`src/design/mi3_pkg.sv`:
```
// shared types and constants for the 3x3 adjugate matrix inverse
// no dependencies; imported by every module of the block
`timescale 1ns / 1ps
`default_nettype none

package mi3_pkg;

  // default word format, signed Q16.16
  localparam int ENTRY_WIDTH_DEF = 32;
  localparam int FRAC_BITS_DEF   = 16;

  // tolerance register width
  localparam int TOL_WIDTH = 31;

  // matrix geometry
  localparam int NUM_ENTRIES = 9;
  localparam logic [3:0] LAST_ENTRY = 4'd8;
  localparam logic [4:0] LAST_PROD  = 5'd20;
  localparam logic [4:0] FIRST_DET_PROD = 5'd18;

  // cofactor k = e[ix0]*e[ix1] - e[ix2]*e[ix3]
  localparam logic [3:0] COF_IX [9][4] = '{
    '{4'd4, 4'd8, 4'd5, 4'd7}, '{4'd2, 4'd7, 4'd1, 4'd8}, '{4'd1, 4'd5, 4'd2, 4'd4},
    '{4'd5, 4'd6, 4'd3, 4'd8}, '{4'd0, 4'd8, 4'd2, 4'd6}, '{4'd2, 4'd3, 4'd0, 4'd5},
    '{4'd3, 4'd7, 4'd4, 4'd6}, '{4'd1, 4'd6, 4'd0, 4'd7}, '{4'd0, 4'd4, 4'd1, 4'd3}
  };

  // sequencer states
  typedef enum logic [3:0] {
    ST_LOAD,
    ST_OPA,
    ST_OPB,
    ST_MUL,
    ST_TERM,
    ST_DET,
    ST_DIV_GO,
    ST_DIV,
    ST_QUOT,
    ST_WAIT
  } state_t;

  // control from the sequencer to the multiply-accumulate unit
  typedef struct packed {
    logic start;
    logic clear;
  } mac_ctl_t;

endpackage

`default_nettype wire

```
`src/design/mi3_mac.sv`:
```
// shift-add multiply-accumulate unit, one multiplier bit per cycle
// depends on mi3_pkg for the control struct
`timescale 1ns / 1ps
`default_nettype none

module mi3_mac
  import mi3_pkg::*;
#(
  parameter int MW = ENTRY_WIDTH_DEF,
  parameter int AW = 3 * ENTRY_WIDTH_DEF + 2
) (
  input  wire logic          clk,
  input  wire logic          rst,
  input  wire mac_ctl_t      ctl,
  input  wire logic [MW-1:0] mplier,
  input  wire logic [AW-1:0] mcand,
  output logic      [AW-1:0] acc,
  output logic               done
);

  localparam int CNTW = $clog2(MW + 1);

  logic [AW-1:0]   mc;
  logic [MW-1:0]   mp;
  logic [CNTW-1:0] cnt;
  logic            busy;

  // control: bit counter and done pulse
  always_ff @(posedge clk) begin
    if (rst) begin
      busy <= 1'b0;
      done <= 1'b0;
      cnt  <= '0;
    end else begin
      done <= busy && (cnt == CNTW'(1));
      if (ctl.start) begin
        busy <= 1'b1;
        cnt  <= CNTW'(MW);
      end else if (busy) begin
        cnt <= cnt - CNTW'(1);
        if (cnt == CNTW'(1)) begin
          busy <= 1'b0;
        end
      end
    end
  end

  // datapath: add shifted multiplicand on each set multiplier bit
  always_ff @(posedge clk) begin
    if (ctl.start) begin
      mc <= mcand;
      mp <= mplier;
      if (ctl.clear) begin
        acc <= '0;
      end
    end else if (busy) begin
      if (mp[0]) begin
        acc <= acc + mc;
      end
      mc <= mc << 1;
      mp <= mp >> 1;
    end
  end

endmodule

`default_nettype wire

```
`src/design/mi3_div.sv`:
```
// restoring divider for unsigned magnitudes, one quotient bit per cycle
// depends on mi3_pkg for defaults
`timescale 1ns / 1ps
`default_nettype none

module mi3_div
  import mi3_pkg::*;
#(
  parameter int NW = 4 * ENTRY_WIDTH_DEF,
  parameter int DW = 3 * ENTRY_WIDTH_DEF + 2
) (
  input  wire logic          clk,
  input  wire logic          rst,
  input  wire logic          start,
  input  wire logic [NW-1:0] num,
  input  wire logic [DW-1:0] den,
  output logic      [NW-1:0] quo,
  output logic               done
);

  localparam int CNTW = $clog2(NW + 1);

  logic [DW-1:0]   rem;
  logic [DW-1:0]   dvs;
  logic [CNTW-1:0] cnt;
  logic            busy;
  logic [DW:0]     trial;
  logic            fits;

  // trial subtract of the shifted remainder
  always_comb begin
    trial = {rem, quo[NW-1]};
    fits  = trial >= {1'b0, dvs};
  end

  // control: bit counter and done pulse
  always_ff @(posedge clk) begin
    if (rst) begin
      busy <= 1'b0;
      done <= 1'b0;
      cnt  <= '0;
    end else begin
      done <= busy && (cnt == CNTW'(1));
      if (start) begin
        busy <= 1'b1;
        cnt  <= CNTW'(NW);
      end else if (busy) begin
        cnt <= cnt - CNTW'(1);
        if (cnt == CNTW'(1)) begin
          busy <= 1'b0;
        end
      end
    end
  end

  // datapath: numerator bits shift out as quotient bits shift in
  always_ff @(posedge clk) begin
    if (start) begin
      rem <= '0;
      dvs <= den;
      quo <= num;
    end else if (busy) begin
      if (fits) begin
        rem <= DW'(trial - {1'b0, dvs});
      end else begin
        rem <= trial[DW-1:0];
      end
      quo <= {quo[NW-2:0], fits};
    end
  end

endmodule

`default_nettype wire

```
`src/design/matrix_inverse_3x3.sv`:
```
// 3x3 matrix inverse by adjugate, signed fixed point, saturated results
// after the ninth entry the shift-add multiplier forms 21 products, then the
// determinant word is put out, then the bit-serial divider forms each inverse
// word in turn; entries are taken one per cycle while in_ready is high, one
// matrix at a time
// synchronous active-high reset clears the sequencer, counters and tolerance
`timescale 1ns / 1ps
`default_nettype none

module matrix_inverse_3x3
  import mi3_pkg::*;
#(
  parameter int ENTRY_WIDTH = ENTRY_WIDTH_DEF,
  parameter int FRAC_BITS   = FRAC_BITS_DEF
) (
  input  wire logic                   clk,
  input  wire logic                   rst,
  input  wire logic                   in_valid,
  output logic                        in_ready,
  input  wire logic [ENTRY_WIDTH-1:0] entry_value,
  output logic                        out_valid,
  input  wire logic                   out_ready,
  output logic      [ENTRY_WIDTH-1:0] result_value,
  output logic      [3:0]             result_index,
  output logic                        singular,
  output logic                        last,
  input  wire logic                   cfg_valid,
  output logic                        cfg_ready,
  input  wire logic [TOL_WIDTH-1:0]   cfg_data
);

  localparam int W   = ENTRY_WIDTH;
  localparam int F   = FRAC_BITS;
  localparam int CW  = 2 * W + 1;
  localparam int AW  = 3 * W + 2;
  localparam int NQ  = 2 * W + 2 * F;
  localparam int SW  = (AW > NQ) ? AW : NQ;
  localparam int XW  = (AW > TOL_WIDTH + 2 * F) ? AW : TOL_WIDTH + 2 * F;

  state_t state, state_next;

  logic [W-1:0]         store [NUM_ENTRIES];
  logic [CW-1:0]        cof [NUM_ENTRIES];
  logic [3:0]           load_count;
  logic [4:0]           prod;
  logic [3:0]           kdiv;
  logic [W-1:0]         op_a;
  logic                 det_neg;
  logic [AW-1:0]        det_mag;
  logic [TOL_WIDTH-1:0] tol;

  logic                 in_take;
  mac_ctl_t             mac_ctl;
  logic                 div_start;
  logic                 load_det;
  logic                 load_quot;

  logic                 is_det;
  logic [3:0]           k_idx;
  logic                 j_sel;
  logic [1:0]           di;
  logic [3:0]           st_addr;
  logic [3:0]           cof_addr;
  logic [W-1:0]         st_rd;
  logic [CW-1:0]        cof_rd;
  logic [W-1:0]         mplier;
  logic [AW-1:0]        mc_x;
  logic [AW-1:0]        mcand;
  logic [AW-1:0]        acc;
  logic                 mac_done;
  logic [AW-1:0]        acc_abs;
  logic [CW-1:0]        cof_abs;
  logic [NQ-1:0]        div_num;
  logic [NQ-1:0]        div_q;
  logic                 div_done;
  logic                 sing;
  logic [SW-1:0]        sat_in;
  logic                 sat_neg;
  logic [SW-1:0]        sat_lim;
  logic [SW-1:0]        sat_m;
  logic [W-1:0]         sat_val;

  // operand addressing from the product counter
  always_comb begin
    is_det   = prod >= FIRST_DET_PROD;
    k_idx    = is_det ? 4'd0 : prod[4:1];
    j_sel    = prod[0];
    di       = 2'(prod - FIRST_DET_PROD);
    if (state == ST_OPA) begin
      st_addr = is_det ? {2'b00, di} : COF_IX[k_idx][{j_sel, 1'b0}];
    end else begin
      st_addr = COF_IX[k_idx][{j_sel, 1'b1}];
    end
    if (state == ST_OPB) begin
      cof_addr = 4'({2'b00, di} * 4'd3);
    end else begin
      cof_addr = kdiv;
    end
    st_rd  = store[st_addr];
    cof_rd = cof[cof_addr];
  end

  // multiplier magnitude and signed multiplicand
  always_comb begin
    mplier = op_a[W-1] ? W'(-op_a) : op_a;
    if (is_det) begin
      mc_x = {{(AW-CW){cof_rd[CW-1]}}, cof_rd};
    end else begin
      mc_x = {{(AW-W){st_rd[W-1]}}, st_rd};
    end
    mcand = (op_a[W-1] ^ (!is_det && j_sel)) ? AW'(-mc_x) : mc_x;
  end

  mi3_mac #(
    .MW (W),
    .AW (AW)
  ) u_mac (
    .clk    (clk),
    .rst    (rst),
    .ctl    (mac_ctl),
    .mplier (mplier),
    .mcand  (mcand),
    .acc    (acc),
    .done   (mac_done)
  );

  // divider operands
  always_comb begin
    acc_abs = acc[AW-1] ? AW'(-acc) : acc;
    cof_abs = cof_rd[CW-1] ? CW'(-cof_rd) : cof_rd;
    div_num = NQ'(cof_abs[2*W-1:0]) << (2 * F);
  end

  mi3_div #(
    .NW (NQ),
    .DW (AW)
  ) u_div (
    .clk   (clk),
    .rst   (rst),
    .start (div_start),
    .num   (div_num),
    .den   (det_mag),
    .quo   (div_q),
    .done  (div_done)
  );

  // singular test and shared saturation
  always_comb begin
    sing = XW'(det_mag) <= (XW'(tol) << (2 * F));
    if (state == ST_DET) begin
      sat_in  = SW'(det_mag >> (2 * F));
      sat_neg = det_neg;
    end else begin
      sat_in  = SW'(div_q);
      sat_neg = cof_rd[CW-1] ^ det_neg;
    end
    sat_lim = sat_neg ? (SW'(1) << (W - 1)) : ((SW'(1) << (W - 1)) - SW'(1));
    sat_m   = (sat_in > sat_lim) ? sat_lim : sat_in;
    sat_val = sat_neg ? W'(-sat_m[W-1:0]) : sat_m[W-1:0];
  end

  // next state
  always_comb begin
    state_next = state;
    unique case (state)
      ST_LOAD: begin
        if (in_valid && load_count == LAST_ENTRY) begin
          state_next = ST_OPA;
        end
      end
      ST_OPA:    state_next = ST_OPB;
      ST_OPB:    state_next = ST_MUL;
      ST_MUL: begin
        if (mac_done) begin
          state_next = ST_TERM;
        end
      end
      ST_TERM:   state_next = (prod == LAST_PROD) ? ST_DET : ST_OPA;
      ST_DET:    state_next = ST_WAIT;
      ST_DIV_GO: state_next = ST_DIV;
      ST_DIV: begin
        if (div_done) begin
          state_next = ST_QUOT;
        end
      end
      ST_QUOT:   state_next = ST_WAIT;
      ST_WAIT: begin
        if (out_ready) begin
          state_next = last ? ST_LOAD : ST_DIV_GO;
        end
      end
      default:   state_next = ST_LOAD;
    endcase
  end

  // sequencer outputs
  always_comb begin
    in_take       = 1'b0;
    mac_ctl.start = 1'b0;
    mac_ctl.clear = is_det ? (di == 2'd0) : !j_sel;
    div_start     = 1'b0;
    load_det      = 1'b0;
    load_quot     = 1'b0;
    unique case (state)
      ST_LOAD:   in_take       = 1'b1;
      ST_OPB:    mac_ctl.start = 1'b1;
      ST_DET:    load_det      = 1'b1;
      ST_DIV_GO: div_start     = 1'b1;
      ST_QUOT:   load_quot     = 1'b1;
      default:   ;
    endcase
  end

  assign in_ready  = in_take;
  assign out_valid = (state == ST_WAIT);
  assign cfg_ready = 1'b1;

  // control registers
  always_ff @(posedge clk) begin
    if (rst) begin
      state      <= ST_LOAD;
      load_count <= '0;
      prod       <= '0;
      kdiv       <= '0;
      tol        <= '0;
    end else begin
      state <= state_next;
      if (cfg_valid) begin
        tol <= cfg_data;
      end
      if (in_take && in_valid) begin
        load_count <= (load_count == LAST_ENTRY) ? 4'd0 : load_count + 4'd1;
        prod       <= '0;
      end
      if (state == ST_TERM) begin
        prod <= prod + 5'd1;
      end
      if (load_det) begin
        kdiv <= '0;
      end else if (state == ST_WAIT && out_ready && !last) begin
        kdiv <= (result_index == 4'd0) ? 4'd0 : kdiv + 4'd1;
      end
    end
  end

  // matrix store, cofactors, determinant and output word
  always_ff @(posedge clk) begin
    if (in_take && in_valid) begin
      store[load_count] <= entry_value;
    end
    if (state == ST_OPA) begin
      op_a <= st_rd;
    end
    if (state == ST_TERM) begin
      if (!is_det && j_sel) begin
        cof[k_idx] <= acc[CW-1:0];
      end
      if (prod == LAST_PROD) begin
        det_neg <= acc[AW-1];
        det_mag <= acc_abs;
      end
    end
    if (load_det) begin
      result_value <= sat_val;
      result_index <= 4'd0;
      singular     <= sing;
      last         <= sing;
    end else if (load_quot) begin
      result_value <= sat_val;
      result_index <= kdiv + 4'd1;
      singular     <= 1'b0;
      last         <= (kdiv == LAST_ENTRY);
    end
  end

endmodule

`default_nettype wire
```
`config.mk`:
```
export PLATFORM = sky130hd
export DESIGN_NAME = matrix_inverse_3x3
export DESIGN_NICKNAME = d
export VERILOG_FILES = /design/src/design/mi3_pkg.sv /design/src/design/mi3_mac.sv /design/src/design/mi3_div.sv /design/src/design/matrix_inverse_3x3.sv
export SDC_FILE = /design/constraint.sdc
export NUM_CORES = 2
export LEC_CHECK = 0
export BUFFER_PORTS_ARGS = -buffer_cell sky130_fd_sc_hd__buf_2
export CAP_MARGIN = 20
export CORE_MARGIN = 1.5
export CORE_UTILIZATION = 28
export CTS_CLUSTER_DIAMETER = 200
export DETAILED_ROUTE_END_ITERATION = 10
export SLEW_MARGIN = 20
export SYNTH_ARGS = -nofsm -noshare
export SYNTH_HDL_FRONTEND = slang
export SYNTH_SLANG_ARGS = --single-unit
export TNS_END_PERCENT = 100
```
`constraint.sdc`:
```
create_clock -name clk -period 10.45 [get_ports clk]
set_input_delay 2.09 -clock clk [delete_from_list [all_inputs] [get_ports clk]]
set_output_delay 2.09 -clock clk [all_outputs]
set_load 0.01 [all_outputs]
```
==> impl_metrics.yaml <==
pwr:
  power_frac_seq_pct: 40.7
  combPwrFrac_pct: 30.7
  clkPwrFrac_pct: 28.6
  p_leak_nw: 33.0
  power_density_nw_per_um2: 230
  switching_share_pct: 34.5
  switching_power_mw: 7.40
  p_int_mw: 14.0
  total_power_mw: 21.4
  ir_drop_mv: 0.153
min_path:
  hp-class: "reg2reg"
  worstHoldPathCells: 0
cells_and_area:
  fin_nets: 8027
  syn_to_final_growth_pct: 12.1
  final_layout_size_suffix_gt1_share_pct: 7.82
  n_fill_cell: 29700
  fin_util_pct: 31.6
  finalInstanceArea_um2: 93200
  layout_commonest_cell: "edfxtp_1"
  finalNonFillerCells: 11700
  final_cell_mix: "edfxtp_1, nand2_1, nor2_1, o21ai_0, nand3_1"
setup_path:
  reg2regPathDepth: 27
  criticalPathCategory: "reg2reg"
  worstPathMaxFanout: 37
  required_ps: 11000
  cp_data_arrival_time_ps: 10010
  cp-start-kind: "flip-flop"
  cp-end-kind: "flip-flop"
routing:
  highest_layer: "met5"
  wl_met3_mm: 17.6
  drt-total-wl_mm: 237
  routedWlPerCell_um: 20.2
  first_iter_violations: 5617
  via_per_inst: 5.14
  wirelength_met1_mm: 106
  drc: 0
  dr_total_vias: 60400
  wl_met2_mm: 106
  firstDrtPassIters: 9
  drtAntennaViolNets: 0
sta:
  setup_viol: 0
  fin_crit_ps: 9460
  max_slew_margin_pct: 23.6
  clock.fmax_mhz: 106
  setup_ws_ps: 993
  worstMarginPinSlew_ps: 1130
  final_max_slew_viol_count: 0
  fin_crit_sh_pct: 90.5
  skew_ps: 54.3
  finalHoldViolCount: 0
  rsz0062_at_grt: "false"
  tns_ps: 0
  hold_ws_ps: 446
synth:
  ys_warn_count: 0
  ys_types: 108
  synthCells: 7736
  synth_seq_cells: 1627
  synth_largest_area_cell: "edfxtp_1"
  syn_area_um2: 83100
  synth_top_area_share_pct: 51.6
  ys.flop_type: "edfxtp_1"
  synth_enable_flop_cells: 1428
  synth_seq_area_share_pct: 56.4
  syn_nets: 8073
  ys_async_sr_fraction_pct: 0
  netlist_top_cells_area: "edfxtp_1, dfxtp_1, nand2_1"
  syn_area_per_cell_um2: 10.7
cts:
  hold_buffers: 0
  post_cts_buffers: 0
  cts_root_buf: "clkbuf_16"
  cts_tree: "done"
  h-tree-depth: 4
  clock_path_buffers: 4
  cts_made_buffers: 176
  clock_latency_ps: 860
  cts_sinks: 1627
  cts_resized: 0
  path_clk_slew_ps: 60
global_route:
  grt_max_degree: 184
  grt_pass1_wl_mm: 357
  track_usage_pct: 15.2
  grt_pass1_vias: 58300
  overflow: 0
  antenna_found_initial: 14
place:
  dp_slack_ps: 1260
  dp_cells: 11400
  hpwl_mm: 158
  gp_congestion: 0.942
  dpl-instance-area_um2: 87700
  numPortBuffers: 107
outcome:
  status: "complete, no violations"
die:
  num_rows: 199
  start_util_pct: 28.2
  num_io_pins: 109
  die_h_um: 548
  core_region_area_um2: 295000
  die-area_um2: 300000
  die_x_um: 548
run:
  cap_violations: 0
-- power groups by stage --
| stage | combinational (mW) | clock, mW | sequential [mW] |
|---|---|---|---|
| final | 6.59 | 6.13 | 8.73 |
| after floorplan | 4.86 | 0 | 8.58 |
| after global routing | 7.26 | 6.48 | 8.79 |
| after CTS | 6.54 | 6.25 | 8.72 |
| after detailed placement | 6.50 | 0 | 8.85 |
| after global placement | 6.41 | 0 | 8.82 |
-- final timing paths --
kind / endpoint / slack (ps) / start
worst max-delay path: result_value[26] / 990 / state[1]
worst min-delay path: u_div.dvs[70] / 450 / det_mag[70]
worst max register to register: result_value[26] / 990 / state[1]
worst min register to register: u_div.dvs[70] / 450 / det_mag[70]
-- Yosys cell counts (152+ instances only) --
master    instances
inv_1           242
nor2_1          580
ha_1            267
a21oi_1         426
a21o_1          152
o21ai_0         480
edfxtp_1       1428
mux2i_1         190
nand2_1        1047
xor2_1          177
nand3_1         429
clkbuf_1        289
dfxtp_1         199
xnor2_1         274
-- worst max-delay path, stage by stage, from the launching register on --
cell	delay (ps)
dfxtp_1	700
nor4b_4	570
buf_4	540
mux2_4	500
nor2_1	140
a32oi_1	350
a31o_2	230
nand3_2	530
inv_2	590
buf_4	420
o21ai_0	170
a311o_1	390
o2111ai_1	90
a21oi_1	100
a2111oi_0	730
a31oi_4	120
nor2_1	180
a21o_1	110
ha_1	370
nand4_1	270
nor4_1	730
nand4_1	210
nor2_1	220
nand4_1	140
nor3_1	260
nand3b_1	130
a211oi_1	250
a21oi_1	60
-- registers in the layout, summed over array words and instances, names as in the netlist, 4 cells and up --
name,count
cof,585
det_mag,98
kdiv,4
load_count,4
op_a,32
prod,5
result_index,4
result_value,32
state,4
store,288
tol,31
u_div.cnt,7
u_div.dvs,98
u_div.quo,96
u_div.rem,98
u_mac.acc,98
u_mac.cnt,6
u_mac.mc,98
u_mac.mp,32
-- cell type report --
cell class / instances / area, um2 / area share [%]
antenna: 3 / 7.51 / 0.00806
tap: 3919 / 4900 / 5.26
clock inverter: 81 / 778 / 0.835
clock buffer: 230 / 4710 / 5.05
inverter: 245 / 930 / 0.998
timing repair buffer: 213 / 1340 / 1.44
sequential: 1627 / 46900 / 50.3
multi-input combinational: 5427 / 33700 / 36.1
-- logic make-up (layout without fill, tap and decap cells) --
logic type	count (synthesis)	after routing	share of synthesized area [%]
flip-flops	1627	1627	56.4
AO/OA/AOI/OAI	1771	1771	13.5
XOR/XNOR	451	451	4.75
multiplexers	234	234	2.93
adder cells (fa/ha/maj)	269	269	4.07
buffers and inverters	682	769	3.45
AND/OR/NAND/NOR	2701	2701	14.9
other	1	4	0.00451
-- layer usage --
metal / vias up / global-route usage, %
li1: 28400 / -
met2: 2154 / 24.3
met5: - / 0
met3: 395 / 2.81
met4: 10 / 4.64
met1: 29500 / 20.8
Power figures use the tool's default switching activity.
